File: config.mk
export PLATFORM = sky130hd
export DESIGN_NAME = tcw_sub_unit
export DESIGN_NICKNAME = d
export VERILOG_FILES = /design/src/hdl/tcw_sub_unit.sv
export SDC_FILE = /design/constraint.sdc
export NUM_CORES = 1
export LEC_CHECK = 0
export ABC_AREA = 1
export BUFFER_PORTS_ARGS = -buffer_cell sky130_fd_sc_hd__buf_2
export CAP_MARGIN = 20
export CORE_MARGIN = 2
export CORE_UTILIZATION = 44
export DETAILED_ROUTE_END_ITERATION = 12
export PLACE_DENSITY = 0.9
export SLEW_MARGIN = 20
export SYNTH_ARGS = -nofsm -noshare
export SYNTH_HDL_FRONTEND = slang
export SYNTH_SLANG_ARGS = --single-unit
File: constraint.sdc
create_clock -name vclk -period 1.27
set_input_delay 0.0635 -clock vclk [all_inputs]
set_output_delay 0.0635 -clock vclk [all_outputs]
set_load 0.01 [all_outputs]
File: src/hdl/tcw_sub_unit.sv
// ----------------------------------------------------------------------------
// Shared subtract and compare unit
// Gives a - b and whether a is at least b; reused for row division,
// tab phase and carriage return.
// ----------------------------------------------------------------------------
`default_nettype none

module tcw_sub_unit #(
   parameter int WIDTH = 12
) (
   input  wire logic [WIDTH-1:0] op_a,
   input  wire logic [WIDTH-1:0] op_b,
   output logic      [WIDTH-1:0] diff,
   output logic                  a_ge_b
);

   logic [WIDTH:0] full;

   assign full   = {1'b0, op_a} - {1'b0, op_b};
   assign diff   = full[WIDTH-1:0];
   assign a_ge_b = ~full[WIDTH];

endmodule

`default_nettype wire

==> PnR_summary.wiki <==
{| class="wikitable"
! Metric !! Value
|-
| Result of the run || complete, but fails checks
|-
| Violated checks || negative setup slack
|-
| Seq cells || 0
|-
| Share of the synthesized area in compound gates (AO/OA/AOI/OAI) || 0.0340
|-
| Cell Chain, Critical Path || buf_8, inv_4, ha_4, fa_2, inv_2, nand3_2, nand3_2, nand2_1, nand2_1, nand2_1, nand3_1, buf_2
|-
| Starting density of the core || 0.477
|-
| Placed cell count || 208
|-
| Most used cell along the critical path || nand2_1
|-
| Core Box Area || 1540 µm²
|-
| Max-capacitance violation count || 0
|-
| Fraction of final layout cells sized beyond drive strength 1 || 0.500
|-
| Detailed-routing iteration count for the pre-antenna-repair pass || 5
|-
| Detailed-route via count || 1,228
|-
| HPWL after detailed placement || 1.84 mm
|-
| Max Clk Rate || 0.728 GHz
|-
| DR iter-0 viols || 85
|-
| Remaining antenna violation count || 0
|-
| Worst slack, placed || -0.181 ns
|-
| Hold Path Depth || 4
|-
| Number of ports placed on the die boundary || 37
|-
| Syn Std Cell Area || 736 µm²
|-
| Internal power || 0.327 mW
|-
| All-Layer GR Usage || 0.304
|-
| Main combinational cell family by area after synthesis || simple AND/OR/NAND/NOR gates
|-
| Leakage power figure || 0.769 nW
|-
| Delay of the slowest critical-path stage || 0.36 ns
|-
| Final worst path period share || 1.08
|-
| Post-synthesis to final-layout area growth || 76.9%
|-
| Die X || 44.9 µm
|-
| Worst slew pin tran || 0.234 ns
|-
| Sequential share of the synthesized area || 0
|-
| Final core area utilization || 0.844
|-
| Hold Path Origin || op_b[0]
|-
| IR Drop Worst-Case VDD || 0.397 mV
|-
| CP required || 1.21 ns
|-
| Arrival time of data at the critical path endpoint || 1.31 ns
|-
| Pin count of the biggest net entering global routing || 7
|-
| Mean routed wirelength per cell || 17.0 µm
|-
| Standard cell with the maximum stage delay on the critical path || fa_2
|-
| Overall die area || 2020 µm²
|-
| Switching power share of the total || 0.547
|-
| Area fraction in and, or, nand and nor cells after synthesis || 0.471
|-
| Worst Hold Class || primary input to output port
|-
| Per-instance average area after synthesis || 5.11 µm²
|-
| Number of warning messages in the yosys log || 0
|-
| Count of buffers inserted at the top-level ports || 37
|-
| Critical path startpoint category || primary input
|-
| Worst setup EP type || output port
|-
| Area of placed instances || 1030 µm²
|-
| Final instance area || 1300 µm²
|-
| Final #Nets || 235
|-
| PwrDens || 556 nW/µm²
|-
| Gp weighted congestion || 0.821
|-
| # clk buffers || 0
|-
| Total setup violations reported at the end of the flow || 7
|-
| CP max FO || 3
|-
| Final global-route overflow total || 0
|-
| Sum of routed wire length over all layers || 3.61 mm
|-
| Arithmetic-cell share of the synthesized area counting full adders, half adders and majority gates || 0.231
|-
| Cell count after synthesis || 144
|-
| Final WS setup || -0.104 ns
|-
| Vias per cell || 5.79
|-
| Final max-slew violation count || 0
|-
| Worst slew margin || 0.844
|-
| Number of global-route vias before repair || 1,067
|-
| Hold Violations, Final || 0
|-
| Power spent charging and discharging nets || 0.396 mW
|-
| Worst Hold Slack || 0.470 ns
|-
| Capture endpoint of the worst hold path || diff[0]
|-
| Xor/xnor cell area share of the yosys netlist || 0.0595
|-
| Final instance count without filler cells || 212
|-
| RSZ-0062 raised after global routing || yes
|-
| Sequential group share of total power || 0
|-
| Initial antenna violation count || 0
|-
| Count of unresolved DRC violations after routing || 0
|-
| Total number of placement rows || 14
|-
| Time the worst path needs with I/O delays and setup || 1.37 ns
|-
| Crit Path Category || primary input to output port
|-
| Part of the power in combinational logic || 1.000
|-
| Wire length of the first global-routing pass || 4.63 mm
|-
| Number of distinct library cells after synthesis || 14
|-
| Total negative slack || -0.420 ns
|-
| CTS hold repair buffers || 0
|-
| Mux contribution to synthesized area || 0
|-
| Clk pwr share || 0
|-
| Height of the chip || 44.9 µm
|-
| Sequential cell area || 0 µm²
|-
| Number of nets in the synthesized netlist || 181
|-
| Power Total || 0.723 mW
|-
| Number of antenna diodes || 0
|}
worst max path at each step:
| stage | from | cells after the start | endpoint |
|---|---|---|---|
| 6_report | op_a[0] | 12 | a_ge_b |
| 5_1_grt | op_a[0] | 11 | diff[6] |
| 4_1_cts | op_b[0] | 10 | diff[6] |
| 3_5_place_dp | op_a[0] | 11 | diff[6] |
| 3_3_place_gp | op_a[0] | 11 | diff[6] |
| 2_1_floorplan | op_a[0] | 9 | diff[6] |
cells in the final DEF (no fill, tap or decap):
master   count
buf_8        1
inv_1       31
buf_2       35
nor2_2       2
xor2_1       3
nor2_4       1
nand3_2      4
nand4_1      4
ha_1         1
a21oi_2      2
nand2_2     13
xor2_2       1
a21oi_1      2
nand3_4      1
fa_2         1
inv_2        8
nor3_1       1
xnor2_1      1
buf_4       15
nor2_1       5
ha_4        11
inv_4        1
buf_6        1
nand3_1      8
nand2_1     42
a21oi_4      1
cell families after synthesis:
group                    Yosys count
buffers and inverters             40
adder cells (fa/ha/maj)           13
XOR/XNOR                           5
AND/OR/NAND/NOR                   81
AO/OA/AOI/OAI                      5
final cells by class:
class | instances | area [µm²]
tap | 16 | 20.0
multi-input combinational | 104 | 815
timing repair buffer | 52 | 314
inverter | 40 | 153
fill | 88 | 240
critical path, delay by kind of cell:
family,cells,cell delay (ns)
adder cells (fa/ha/maj),2,0.51
AND/OR/NAND/NOR,6,0.41
buffers and inverters,4,0.31
power by group through the flow:
| stage | clock network (mW) | registers [mW] | logic, mW |
|---|---|---|---|
| global route | 0 | 0 | 0.768 |
| finish | 0 | 0 | 0.723 |
| CTS | 0 | 0 | 0.573 |
| detailed placement | 0 | 0 | 0.516 |
| global placement | 0 | 0 | 0.500 |
| floorplan | 0 | 0 | 0.314 |
per-layer routing:
| metal | vias up | global-route usage | wire, µm |
|---|---|---|---|
| li1 | 540 | - | - |
| met4 | 0 | 0.141 | 279 |
| met2 | 101 | 0.539 | 1670 |
| met5 | - | 0 | 0 |
| met1 | 557 | 0.354 | 1300 |
| met3 | 30 | 0.0520 | 356 |
cell usage after synthesis, drive strengths merged:
cell    n  area, µm²
a21oi   5       25.0
nor2    8       30.0
nor3    1       5.00
ha     12        150
nand3  13       75.1
xor2    4       35.0
xnor2   1       8.76
fa      1       20.0
nand4   4       25.0
nand2  55        211
inv    40        150
repair_timing:
item | CTS | global route
gates resized for setup | 22 | 28
endpoints found under the setup margin | 9 | 9
pin swaps | 10 | 15
setup buffers | 0 | 5
Note: power is estimated with default switching activity, not from simulation.
